**src/modbus_rtu_request_framer_macros.svh**
```systemverilog
// Assertion macros used by the framer top level.
`ifndef MODBUS_RTU_REQUEST_FRAMER_MACROS_SVH
`define MODBUS_RTU_REQUEST_FRAMER_MACROS_SVH

`ifndef SYNTH
// Checks a condition at every clock edge outside reset.
`define MRF_ASSERT(label, cond) \
  label: assert property (@(posedge clk) disable iff (!rst_n) (cond)) \
    else $error("framer assertion failed");
// Checks that a trigger is followed by a condition at the next edge.
`define MRF_ASSERT_NEXT(label, trig, cons) \
  label: assert property (@(posedge clk) disable iff (!rst_n) (trig) |=> (cons)) \
    else $error("framer sequence assertion failed");
`else
`define MRF_ASSERT(label, cond)
`define MRF_ASSERT_NEXT(label, trig, cons)
`endif

`endif

```
**src/mrf_pkg.sv**
```systemverilog
`default_nettype none

package mrf_pkg;

  localparam int unsigned MAX_WRITE_REGS = 123;
  localparam logic [15:0] CRC_INIT = 16'hFFFF;
  localparam logic [15:0] CRC_POLY = 16'hA001;

  localparam logic [7:0] FC_READ_HOLDING = 8'h03;
  localparam logic [7:0] FC_READ_INPUT   = 8'h04;
  localparam logic [7:0] FC_WRITE_SINGLE = 8'h06;
  localparam logic [7:0] FC_WRITE_MULTI  = 8'h10;

  // Depth of the command queue between the front and back parts.
  localparam int unsigned QDEPTH = 4;
  localparam int unsigned QAW    = $clog2(QDEPTH);

  typedef enum logic [2:0] {
    MODE_FC03     = 3'd0,
    MODE_FC04     = 3'd1,
    MODE_FC06     = 3'd2,
    MODE_FC16_HDR = 3'd3,
    MODE_FC16_VAL = 3'd4
  } mode_t;

  // One burst of frame bytes for the back part to send.
  typedef struct packed {
    logic [6:0][7:0] data;       // payload bytes, data[0] goes first
    logic [2:0]      n_data;     // number of payload bytes
    logic            crc_init;   // restart the CRC at the first byte
    logic            crc_append; // send the CRC after the payload
    logic            rejected;   // one zero byte marked rejected
  } cmd_t;

  // FC16 bookkeeping held by the front part.
  typedef struct packed {
    logic       frame_open;
    logic [6:0] words_left;
  } status_t;

  function automatic logic [15:0] crc16_byte(input logic [15:0] crc, input logic [7:0] b);
    logic [15:0] c;
    c = crc ^ {8'h00, b};
    for (int k = 0; k < 8; k++) begin
      c = c[0] ? ((c >> 1) ^ CRC_POLY) : (c >> 1);
    end
    return c;
  endfunction

endpackage

`default_nettype wire

```
**src/modbus_rtu_request_framer.sv**
```systemverilog
// Modbus RTU master request framer.
// Input queue port: drive in_mode and the other in_ fields with in_push high;
// the transaction is taken at a clock edge where in_full is low. Result queue
// port: while out_empty is low, out_tx_byte and its flags show the oldest
// frame byte, taken at an edge where out_pop is high.
// Every input transaction yields 8 bytes (FC03/FC04/FC06), 7 (FC16 header),
// 2 or 4 (FC16 value, the last value adds the CRC) or one rejected result.
// Throughput is one byte per clock unless the receiver stalls; the single
// CRC-16 byte unit in the back part sets that rate. The first byte of an item
// passes through the command queue and then the output register on its way
// to the result port. Inputs are accepted while the four-entry command queue
// has room, even while a finished byte waits to be popped. When the receiver
// stalls, the output register holds its byte, the back part stops, and the
// queue fills until in_full rises. Synchronous reset closes any open FC16
// frame, empties the queue and the output register, and restarts the CRC at
// 0xFFFF.
`default_nettype none

module modbus_rtu_request_framer import mrf_pkg::*; (
  input  wire logic        clk,
  input  wire logic        rst_n,
  input  wire logic        in_push,
  output logic             in_full,
  input  wire logic [2:0]  in_mode,
  input  wire logic [7:0]  in_slave_address,
  input  wire logic [15:0] in_register_address,
  input  wire logic [15:0] in_quantity,
  input  wire logic [15:0] in_data_word,
  output logic             out_empty,
  input  wire logic        out_pop,
  output logic [7:0]       out_tx_byte,
  output logic             out_last_of_run,
  output logic             out_end_of_frame,
  output logic             out_rejected
);

`include "modbus_rtu_request_framer_macros.svh"

  // Front to queue.
  logic    q_push;
  cmd_t    q_cmd_in;
  logic    q_full;
  status_t front_status;

  // Queue to back.
  logic    q_pop;
  cmd_t    q_cmd_out;
  logic    q_empty;

  // Shape that every rejected result must have.
  logic    reject_shape_ok;

  assign in_full = q_full;
  assign reject_shape_ok = out_last_of_run && !out_end_of_frame && (out_tx_byte == 8'd0);

  // The front part classifies each transaction and tracks the open FC16 frame.
  mrf_front u_front (
    .clk              (clk),
    .rst_n            (rst_n),
    .push             (in_push),
    .mode             (in_mode),
    .slave_address    (in_slave_address),
    .register_address (in_register_address),
    .quantity         (in_quantity),
    .data_word        (in_data_word),
    .q_full           (q_full),
    .q_push           (q_push),
    .q_cmd            (q_cmd_in),
    .status           (front_status)
  );

  // The short queue lets the front and back parts stall independently.
  mrf_cmd_queue u_queue (
    .clk     (clk),
    .rst_n   (rst_n),
    .push    (q_push),
    .cmd_in  (q_cmd_in),
    .full    (q_full),
    .pop     (q_pop),
    .cmd_out (q_cmd_out),
    .empty   (q_empty)
  );

  // The back part serializes bytes, runs the CRC and owns the output register.
  mrf_back u_back (
    .clk              (clk),
    .rst_n            (rst_n),
    .cmd              (q_cmd_out),
    .q_empty          (q_empty),
    .q_pop            (q_pop),
    .out_empty        (out_empty),
    .out_pop          (out_pop),
    .out_tx_byte      (out_tx_byte),
    .out_last_of_run  (out_last_of_run),
    .out_end_of_frame (out_end_of_frame),
    .out_rejected     (out_rejected)
  );

  // An open FC16 frame always expects at least one more value.
  `MRF_ASSERT(a_open_has_words, front_status.frame_open == (front_status.words_left != 7'd0))
  // A rejected result is a lone zero byte that ends its run and no frame.
  `MRF_ASSERT(a_reject_shape, out_empty || !out_rejected || reject_shape_ok)
  // The CRC high byte closing a frame is always the last byte of its run.
  `MRF_ASSERT(a_eof_is_last, out_empty || !out_end_of_frame || out_last_of_run)
  // A value that closes a frame must leave the front with no frame open.
  `MRF_ASSERT_NEXT(a_close_clears, q_push && q_cmd_in.crc_append, !front_status.frame_open)

endmodule

`default_nettype wire

```
**src/mrf_front.sv**
```systemverilog
`default_nettype none

module mrf_front import mrf_pkg::*; (
  input  wire logic        clk,
  input  wire logic        rst_n,
  input  wire logic        push,
  input  wire logic [2:0]  mode,
  input  wire logic [7:0]  slave_address,
  input  wire logic [15:0] register_address,
  input  wire logic [15:0] quantity,
  input  wire logic [15:0] data_word,
  input  wire logic        q_full,
  output logic             q_push,
  output cmd_t             q_cmd,
  output status_t          status
);

  logic       frame_open_r, frame_open_nxt;
  logic [6:0] words_left_r, words_left_nxt;
  logic       bad_count;
  logic [6:0] words_dec;

  assign q_push    = push & ~q_full;
  assign bad_count = (quantity == 16'd0) || (quantity > 16'(MAX_WRITE_REGS));
  assign words_dec = words_left_r - 7'd1;
  assign status    = '{frame_open: frame_open_r, words_left: words_left_r};

  always_comb begin
    q_cmd          = '0;
    frame_open_nxt = frame_open_r;
    words_left_nxt = words_left_r;
    case (mode)
      MODE_FC03, MODE_FC04, MODE_FC06: begin
        frame_open_nxt   = 1'b0;
        words_left_nxt   = '0;
        q_cmd.data[0]    = slave_address;
        q_cmd.data[1]    = (mode == MODE_FC03) ? FC_READ_HOLDING :
                           (mode == MODE_FC04) ? FC_READ_INPUT : FC_WRITE_SINGLE;
        q_cmd.data[2]    = register_address[15:8];
        q_cmd.data[3]    = register_address[7:0];
        q_cmd.data[4]    = (mode == MODE_FC06) ? data_word[15:8] : quantity[15:8];
        q_cmd.data[5]    = (mode == MODE_FC06) ? data_word[7:0] : quantity[7:0];
        q_cmd.n_data     = 3'd6;
        q_cmd.crc_init   = 1'b1;
        q_cmd.crc_append = 1'b1;
      end
      MODE_FC16_HDR: begin
        frame_open_nxt = 1'b0;
        words_left_nxt = '0;
        if (bad_count) begin
          q_cmd.n_data   = 3'd1;
          q_cmd.rejected = 1'b1;
        end else begin
          frame_open_nxt = 1'b1;
          words_left_nxt = quantity[6:0];
          q_cmd.data[0]  = slave_address;
          q_cmd.data[1]  = FC_WRITE_MULTI;
          q_cmd.data[2]  = register_address[15:8];
          q_cmd.data[3]  = register_address[7:0];
          q_cmd.data[4]  = quantity[15:8];
          q_cmd.data[5]  = quantity[7:0];
          q_cmd.data[6]  = {quantity[6:0], 1'b0};
          q_cmd.n_data   = 3'd7;
          q_cmd.crc_init = 1'b1;
        end
      end
      MODE_FC16_VAL: begin
        if (!frame_open_r || words_left_r == 7'd0) begin
          q_cmd.n_data   = 3'd1;
          q_cmd.rejected = 1'b1;
        end else begin
          q_cmd.data[0] = data_word[15:8];
          q_cmd.data[1] = data_word[7:0];
          q_cmd.n_data  = 3'd2;
          if (words_dec == 7'd0) begin
            q_cmd.crc_append = 1'b1;
            frame_open_nxt   = 1'b0;
            words_left_nxt   = '0;
          end else begin
            words_left_nxt = words_dec;
          end
        end
      end
      default: begin
        q_cmd.n_data   = 3'd1;
        q_cmd.rejected = 1'b1;
      end
    endcase
  end

  always_ff @(posedge clk) begin
    if (!rst_n) begin
      frame_open_r <= 1'b0;
      words_left_r <= '0;
    end else if (q_push) begin
      frame_open_r <= frame_open_nxt;
      words_left_r <= words_left_nxt;
    end
  end

endmodule

`default_nettype wire

```
**src/mrf_cmd_queue.sv**
```systemverilog
`default_nettype none

module mrf_cmd_queue import mrf_pkg::*; (
  input  wire logic clk,
  input  wire logic rst_n,
  input  wire logic push,
  input  wire cmd_t cmd_in,
  output logic      full,
  input  wire logic pop,
  output cmd_t      cmd_out,
  output logic      empty
);

  cmd_t             mem [QDEPTH];
  logic [QAW-1:0]   wr_ptr_r, rd_ptr_r;
  logic [QAW:0]     count_r, count_nxt;

  assign full    = (count_r == (QAW+1)'(QDEPTH));
  assign empty   = (count_r == '0);
  assign cmd_out = mem[rd_ptr_r];

  always_comb begin
    count_nxt = count_r;
    if (push && !pop) begin
      count_nxt = count_r + 1'b1;
    end else if (!push && pop) begin
      count_nxt = count_r - 1'b1;
    end
  end

  always_ff @(posedge clk) begin
    if (push) begin
      mem[wr_ptr_r] <= cmd_in;
    end
  end

  always_ff @(posedge clk) begin
    if (!rst_n) begin
      wr_ptr_r <= '0;
      rd_ptr_r <= '0;
      count_r  <= '0;
    end else begin
      if (push) begin
        wr_ptr_r <= wr_ptr_r + 1'b1;
      end
      if (pop) begin
        rd_ptr_r <= rd_ptr_r + 1'b1;
      end
      count_r <= count_nxt;
    end
  end

endmodule

`default_nettype wire

```
**src/mrf_back.sv**
```systemverilog
`default_nettype none

module mrf_back import mrf_pkg::*; (
  input  wire logic        clk,
  input  wire logic        rst_n,
  input  wire cmd_t        cmd,
  input  wire logic        q_empty,
  output logic             q_pop,
  output logic             out_empty,
  input  wire logic        out_pop,
  output logic [7:0]       out_tx_byte,
  output logic             out_last_of_run,
  output logic             out_end_of_frame,
  output logic             out_rejected
);

  logic [2:0]  idx_r, idx_nxt;
  logic [15:0] crc_r;
  logic [15:0] crc_base;
  logic [3:0]  total;
  logic [2:0]  last_idx;
  logic        is_data, is_last, advance;
  logic [7:0]  cur_byte;

  logic        valid_r;
  logic [7:0]  byte_r;
  logic        last_r, eof_r, rej_r;

  assign total    = {1'b0, cmd.n_data} + (cmd.crc_append ? 4'd2 : 4'd0);
  assign last_idx = 3'(total - 4'd1);
  assign is_data  = (idx_r < cmd.n_data);
  assign is_last  = (idx_r == last_idx);
  assign advance  = !q_empty && (!valid_r || out_pop);
  assign q_pop    = advance && is_last;
  assign idx_nxt  = is_last ? 3'd0 : idx_r + 3'd1;
  assign crc_base = (idx_r == 3'd0 && cmd.crc_init) ? CRC_INIT : crc_r;

  always_comb begin
    if (is_data) begin
      cur_byte = cmd.data[idx_r];
    end else if (idx_r == cmd.n_data) begin
      cur_byte = crc_r[7:0];
    end else begin
      cur_byte = crc_r[15:8];
    end
  end

  always_ff @(posedge clk) begin
    if (!rst_n) begin
      idx_r   <= '0;
      crc_r   <= CRC_INIT;
      valid_r <= 1'b0;
    end else begin
      if (advance) begin
        idx_r   <= idx_nxt;
        valid_r <= 1'b1;
        if (is_data && !cmd.rejected) begin
          crc_r <= crc16_byte(crc_base, cur_byte);
        end
      end else if (out_pop) begin
        valid_r <= 1'b0;
      end
    end
  end

  always_ff @(posedge clk) begin
    if (advance) begin
      byte_r <= cur_byte;
      last_r <= is_last;
      eof_r  <= is_last && cmd.crc_append;
      rej_r  <= cmd.rejected;
    end
  end

  assign out_empty        = ~valid_r;
  assign out_tx_byte      = byte_r;
  assign out_last_of_run  = last_r;
  assign out_end_of_frame = eof_r;
  assign out_rejected     = rej_r;

endmodule

`default_nettype wire

```
**config.mk**
```make
export PLATFORM = sky130hd
export DESIGN_NAME = modbus_rtu_request_framer
export DESIGN_NICKNAME = d
export VERILOG_FILES = /design/src/mrf_pkg.sv /design/src/modbus_rtu_request_framer.sv /design/src/mrf_front.sv /design/src/mrf_cmd_queue.sv /design/src/mrf_back.sv
export VERILOG_INCLUDE_DIRS = /design/src /design/src/src
export SDC_FILE = /design/constraint.sdc
export NUM_CORES = 1
export LEC_CHECK = 0
export BUFFER_PORTS_ARGS = -buffer_cell sky130_fd_sc_hd__buf_2
export CAP_MARGIN = 20
export CORE_ASPECT_RATIO = 0.9
export CORE_UTILIZATION = 60
export CTS_CLUSTER_DIAMETER = 120
export CTS_CLUSTER_SIZE = 12
export DETAILED_ROUTE_END_ITERATION = 8
export HOLD_SLACK_MARGIN = 0.1
export PLACE_DENSITY = 0.79
export SYNTH_ARGS = -nofsm -noshare
export SYNTH_HDL_FRONTEND = slang
export SYNTH_SLANG_ARGS = --single-unit
```
**constraint.sdc**
```tcl
create_clock -name clk -period 10.76 [get_ports clk]
set_input_delay 1.076 -clock clk [delete_from_list [all_inputs] [get_ports clk]]
set_output_delay 1.076 -clock clk [all_outputs]
set_load 0.01 [all_outputs]
```
==> results.md, run 1 <==
- PwrDens: 252.0 nW/um2
- Flop-to-flop setup slack: approximately 5.7 ns
- Max-slew violation count: 0
- Worst-Margin Slew: 1.111 ns
- CTS hold repair buffers: 0
- First-pass iteration count of the detailed router: 5
- Initial Util: 61.92%
- Pin count of the biggest net entering global routing: 62
- Io pins: 76
- Clock root buffer: clkbuf_16
- # nets final: ~1000
- Most common cell after layout, fill and taps aside: edfxtp_1
- Final hold violation count: 0
- Minimum clock period: 5.033 ns
- Worst setup EP type: flip-flop
- Avg WL per Cell: 22.44 um
- Setup Skew: 0.01505 ns
- Highest Clock Rate: 198.7 MHz
- Clock sink total: between 200 and 300
- Area Growth Syn to Fin: 10.60%
- Routed Wire Length: 28530 um
- Initial DRC count: 758
- CTS Buf Count: 28
- CP Max Fanout: 58
- Area of the mapped netlist: 13060 um2
- H-tree lvl count: 1
- Total vias in the final route: roughly 7900
- Final TNS setup: 0 ns
- Required time of the critical path: 11.20 ns
- Status: completed
- Fin worst setup slack: between 5 and 6 ns
- Synth unique cells: 76
- Skew-Pair Late Insertion Delay: between 0.5 and 0.6 ns
- Power, Total: ~3600 uW
- Reg2Reg Capture Point: u_back.crc_r[0]
- Flop and latch count out of synthesis: 292
- Post-synth top flop: edfxtp_1
- Std cell rows: 50
- Die width: 157.5 um
- Vias in the first global route: about 7600
- Pleak: 0.005012 uW
- GRT Overall Usage: 26.42%
- Syn. warnings: 0
- Postcts setup bufs: 0
- Setup Viol. Count Final: 0
- Port bufs: 75
- Total global routing overflow: 0
- Worst Setup Start Kind: flip-flop
- Hold_sp: u_back.valid_r
- Die area: 22350 um2
- Antenna Cells: 0
- Post-DP HPWL: 18670 um
- Post-synthesis sequential area ratio: 64.33%
- Layout cells sized above 1: 18.17%
- EDFF count, synth: 255
- Worst min path class: reg -> reg
- Hold path endpoint: u_back.valid_r
- Syn avg cell area: 14.59 um2
- Dpl ws: 5.726 ns
- Initial antenna violation count: 0
- Relative slew slack: between 20% and 30%
- RSZ-0062 raised after global routing: no
- Clk buf depth: 3
- Area share of the largest cell type after synthesis: 58.65%
- Final period util: approximately 47%
- Max Cap Viol: 0
- Commonest non-fill, non-tap cells in the layout: edfxtp_1 (255), buf_2 (75), nand2_1 (49), mux2i_1 (47), nor2_1 (44)
- Drt drc: 0
- Hold depth: 2
- Clock slew at reported path FFs: 0.06 ns
- Syn Inst Count: 895
- Synth area leaders: edfxtp_1 (59%), dfxtp_1 (5.7%), mux4_2 (5.5%), mux2i_1 (3.6%), and2_1 (1.9%)
- GP Congestion: 0.8852
- First-pass GRT wire length: 43770 um
- Async SR Flop Fraction: 0%
- Post-Syn Nets: 974
- Critical path type: reg -> reg
- Avg Vias per Cell: around 6.2
- Hold Worst Slack: 0.4863 ns
- Worst reg-to-reg path cell count: 14
- Crit path arrival time: 5.48 ns
- Max VDD drop: 159.7 uV
- Post-CTS Resized: 0
- TritonCTS clock tree: done
- CORE AREA: 21080 um2
- Cell taking the most area after synthesis: edfxtp_1
- Die Ht: 141.9 um
- Routed Antenna Nets: 0
## Yosys cell counts (7+ instances only)
master,number
a21oi_1,24
a22o_1,22
a22oi_1,14
and2_1,40
buf_4,8
clkbuf_1,26
dfxtp_1,37
edfxtp_1,255
ha_1,15
inv_1,23
mux2_2,12
mux2i_1,47
mux4_2,32
nand2_1,49
nand3_1,16
nor2_1,44
nor2b_1,25
nor3_1,17
o211ai_1,11
o21ai_0,14
o21bai_1,7
xnor2_1,24
xor2_1,11
## registers in the layout, indices dropped and copies added (netlist names), named ones only
name	cells
u_front.words_left_r	7
u_back.idx_r	3
u_queue.count_r	3
u_back.crc_r	16
u_back.out_rejected	1
u_back.out_tx_byte	8
u_queue.mem	244
u_front.frame_open_r	1
u_queue.rd_ptr_r	2
u_back.valid_r	1
u_queue.wr_ptr_r	2
u_back.out_end_of_frame	1
u_back.out_last_of_run	1
## cells by family (layout without fill, tap and decap cells)
kind of cell	count (synthesis)	count (layout)	synth area share (%)
compound gates	152	152	8.712
xor+xnor	40	40	3.029
mux	95	95	10.64
fa+ha+maj	16	16	1.591
flops	292	292	64.33
simple gates	230	230	9.067
buf+inv	70	160	2.636
## stage by stage
stage | instance area (um2) | std cells | utilization [%]
6_report | 14440 | 1271 | 68.49
5_1_grt | 14440 | 1271 | 68.49
4_1_cts | 14440 | 1271 | 68.49
3_5_place_dp | 13630 | 1221 | 64.65
3_3_place_gp | 13630 | 1221 | 64.65
2_1_floorplan | 13060 | 895 | -
## layer usage
metal  track usage [%]  vias to the layer above  share of wire [%]
met3             4.324                       62                8.0
met5                 0                        -                  0
li1                  -                     3573                  -
met4             10.22                        0                3.8
met1             38.19                     3883                 42
met2             40.59                      366                 46
## where the power goes
group	switching, uW	internal (uW)
logic	755	504
clock network	385	500
registers	71.5	1420
total	1210	2430
## cell type report
| cell class | instances | area (um2) |
|---|---|---|
| multi-input cells | 533 | 4318 |
| flip-flops and latches | 292 | 8406 |
| clock inverters | 1 | 8.758 |
| fillers | 1438 | 6644 |
| well taps | 286 | 357.8 |
| repair buffers | 86 | 457.9 |
| inverters | 24 | 90.09 |
| clock buffers | 49 | 800.8 |
## worst max path at each step
stage / cells after the start / start / endpoint
finish: 14 / flip-flop / u_back.crc_r[0]
detailed placement: 14 / flip-flop / u_back.crc_r[0]
global route: 14 / flip-flop / u_back.crc_r[0]
CTS: 14 / flip-flop / u_back.crc_r[0]
global placement: 14 / flip-flop / u_back.crc_r[0]
floorplan: 17 / flip-flop / u_back.crc_r[0]
## worst max-delay path: stages (launching register included)
cell and delay (ns):
dfxtp_4 0.57, buf_4 0.77, mux4_2 0.43, inv_1 0.09
ha_1 0.26, a21oi_1 0.22, nand2_1 0.40, a31o_2 0.39
o41ai_4 0.42, xor2_2 0.23, xnor3_2 0.45, or4_1 0.43
o21ai_1 0.09, a21boi_1 0.08, o311ai_1 0.08
Note: power is estimated with default switching activity, not from simulation.
==> run 2: changes to the inputs <==
Settings changed: CORE_UTILIZATION 60 to 55, PLACE_DENSITY 0.79 to 0.76.
Clock period 10.76 ns to 4.15 ns, I/O delays scaled along.
==> run 2 against run 1 <==
- the run now ends with DRC left
- sequential share of layout area is 0.74 points lower
- clock power increased to 2.6 times the previous value
- critical path depth down 1
- clock skew fell by 0.00098 ns
- sequential cell count stayed put
- maximum frequency rose by 33%
- via count up 0.46%
- sequential power grew to 2.6 times the previous value
- first-iteration DRC count down 3.8%
- critical endpoint unchanged
- critical path type unchanged
- cell area is 1.3% higher
- final cell count increased by 2.4%
- worst hold slack lost 0.31 ns
==> results.md, run 2 (synthesis gave the netlist of run 1 again) <==
- Status: finished with violations
- Failing checks: DRC
- Area occupied by multi-input gates: 4332 um2 (+0.32%)
- H-tree lvl count: 1 (unchanged)
- Final hold violation count: 0 (unchanged)
- Clock sink total: 292 (unchanged)
- Commonest non-fill, non-tap cells in the layout: edfxtp_1 (255), buf_2 (75), nand2_1 (48), mux2i_1 (47), nor2_1 (44)
- Post-CTS Resized: 0 (unchanged)
- Worst min path class: in -> reg
- Setup Viol. Count Final: 0 (unchanged)
- Routed Antenna Nets: 0 (unchanged)
- Initial antenna violation count: 0 (unchanged)
- CORE AREA: 23340 um2 (+11%)
- Most common cell after layout, fill and taps aside: edfxtp_1
- CP Max Fanout: 10 (-83%)
- Io pins: 76 (unchanged)
- # nets final: 1056 (+1.1%)
- Final period util: 91.18% (+44 points)
- First-pass GRT wire length: 44710 um (+2.1%)
- CTS Buf Count: 28 (unchanged)
- Avg WL per Cell: 22.13 um (-1.4%)
- Minimum clock period: 3.784 ns (-1.249 ns)
- Port bufs: 75 (unchanged)
- Critical path type: reg -> reg
- Avg Vias per Cell: 6.088 (-1.9%)
- Die Ht: 148.2 um (+4.4%)
- PwrDens: 652.6 nW/um2 (+160%)
- Die area: 24360 um2 (+9.0%)
- Clk buf depth: 3 (unchanged)
- Clock slew at reported path FFs: 0.06 ns (about the same)
- Required time of the critical path: 4.59 ns (-6.61 ns)
- Flop-to-flop setup slack: 0.37 ns (-5.36 ns)
- Worst-Margin Slew: 0.9479 ns (-0.1632 ns)
- Highest Clock Rate: 264.3 MHz (+33%)
- Worst setup EP type: flip-flop
- Drt drc: 2 (+2)
- Final TNS setup: 0 ns (unchanged)
- Postcts setup bufs: 0 (unchanged)
- Initial DRC count: 729 (-3.8%)
- Max Cap Viol: 0 (unchanged)
- TritonCTS clock tree: done
- Initial Util: 55.93% (-6.0 points)
- Area Growth Syn to Fin: 12.02%
- Storage cell area: 8406 um2 (unchanged)
- Antenna Cells: 0 (unchanged)
- Setup Skew: 0.01406 ns (-0.0009841 ns)
- Fin worst setup slack: 0.3661 ns (-5.361 ns)
- Total global routing overflow: 0 (unchanged)
- Fill cells: 1705 (+19%)
- M1 WL: 12340 um (+2.8%)
- Layout cells sized above 1: 19.42% (+1.2 points)
- Total vias in the final route: 7920 (+0.46%)
- Std cell rows: 53 (+6.0%)
- Routed Wire Length: 28790 um (+0.93%)
- Skew-Pair Late Insertion Delay: 0.54 ns (about the same)
- RSZ-0062 raised after global routing: no
- Hold_sp: out_pop
- Dpl ws: 0.3957 ns (-5.330 ns)
- Crit path arrival time: 4.22 ns (-1.26 ns)
- Relative slew slack: 36.57% (+12 points)
- Post-DP HPWL: 19360 um (+3.7%)
- Max reg flops: 244 (unchanged)
- Clock root buffer: clkbuf_16
- Max VDD drop: 425.8 uV (+170%)
- GP Congestion: 0.9022 (+1.9%)
- Die width: 164.4 um (+4.4%)
- Pleak: 0.005085 uW (+1.5%)
- CTS hold repair buffers: 0 (unchanged)
- Largest reg by FF count: u_queue.mem
- Util after Layout: 62.65% (-5.8 points)
- Pin count of the biggest net entering global routing: 62 (unchanged)
- Routed wl met2: 13400 um (+1.6%)
- Vias in the first global route: 7725 (+2.2%)
- First-pass iteration count of the detailed router: 7 (+2)
- Worst Setup Start Kind: flip-flop
- GRT Overall Usage: 24.41% (-2.0 points)
- Top sig layer: met4
- Met3 routed WL: 2318 um (+1.8%)
- Max-slew violation count: 0 (unchanged)
- Power, Total: 9543 uW (+160%)
[run 2: worst paths after layout]
check	cells past startpoint	to
max reg2reg	13	u_back.crc_r[0]
min reg2reg	2	u_back.valid_r
min	3	u_back.valid_r
max	13	u_back.crc_r[0]
[run 2: final cells by class]
type / count / share of cell area [%]
Clock buffer: 50 / 5.356
Tap cell: 302 / 2.584
Inverter: 24 / 0.6160
Timing Repair Buffer: 98 / 4.175
Clock inverter: 2 / 0.1711
Sequential cell: 292 / 57.48
Multi-Input combinational cell: 533 / 29.62
[run 2: metal layers]
layer  global-route usage (%)  vias to the layer above
li1                         -                     3605
met1                    36.07                     3889
met2                    38.44                      371
met3                    3.374                       55
met4                    6.239                        0
met5                        0                        -
[run 2: critical path: stages (launching register included)]
cell and delay, ns:
dfxtp_4 0.42, mux4_2 0.54, inv_1 0.08, ha_1 0.26
a21oi_2 0.19, nand2_2 0.15, a31o_2 0.27, o41ai_4 0.52
xor2_2 0.22, xnor3_2 0.36, or4_1 0.41, o21ai_1 0.10
a21boi_1 0.08, o311ai_1 0.09
[run 2: power by group]
part / switching, uW / leakage [uW] / internal (uW)
Sequential: 192 / 0.00269 / 3690
Combinational: 1980 / 0.00201 / 1390
Clock: 1020 / 0.000382 / 1270
Total: 3200 / 0.00508 / 6350
[run 2: per-stage QoR]
step / instance area (um2) / hold WS [ns] / cells
floorplan: 13070 / 0.4536 / 895
global placement: 13820 / 0.4665 / 1249
detailed placement: 13820 / 0.4869 / 1249
CTS: 14620 / 0.1604 / 1301
global route: 14620 / 0.1717 / 1301
finish: 14620 / 0.1744 / 1301
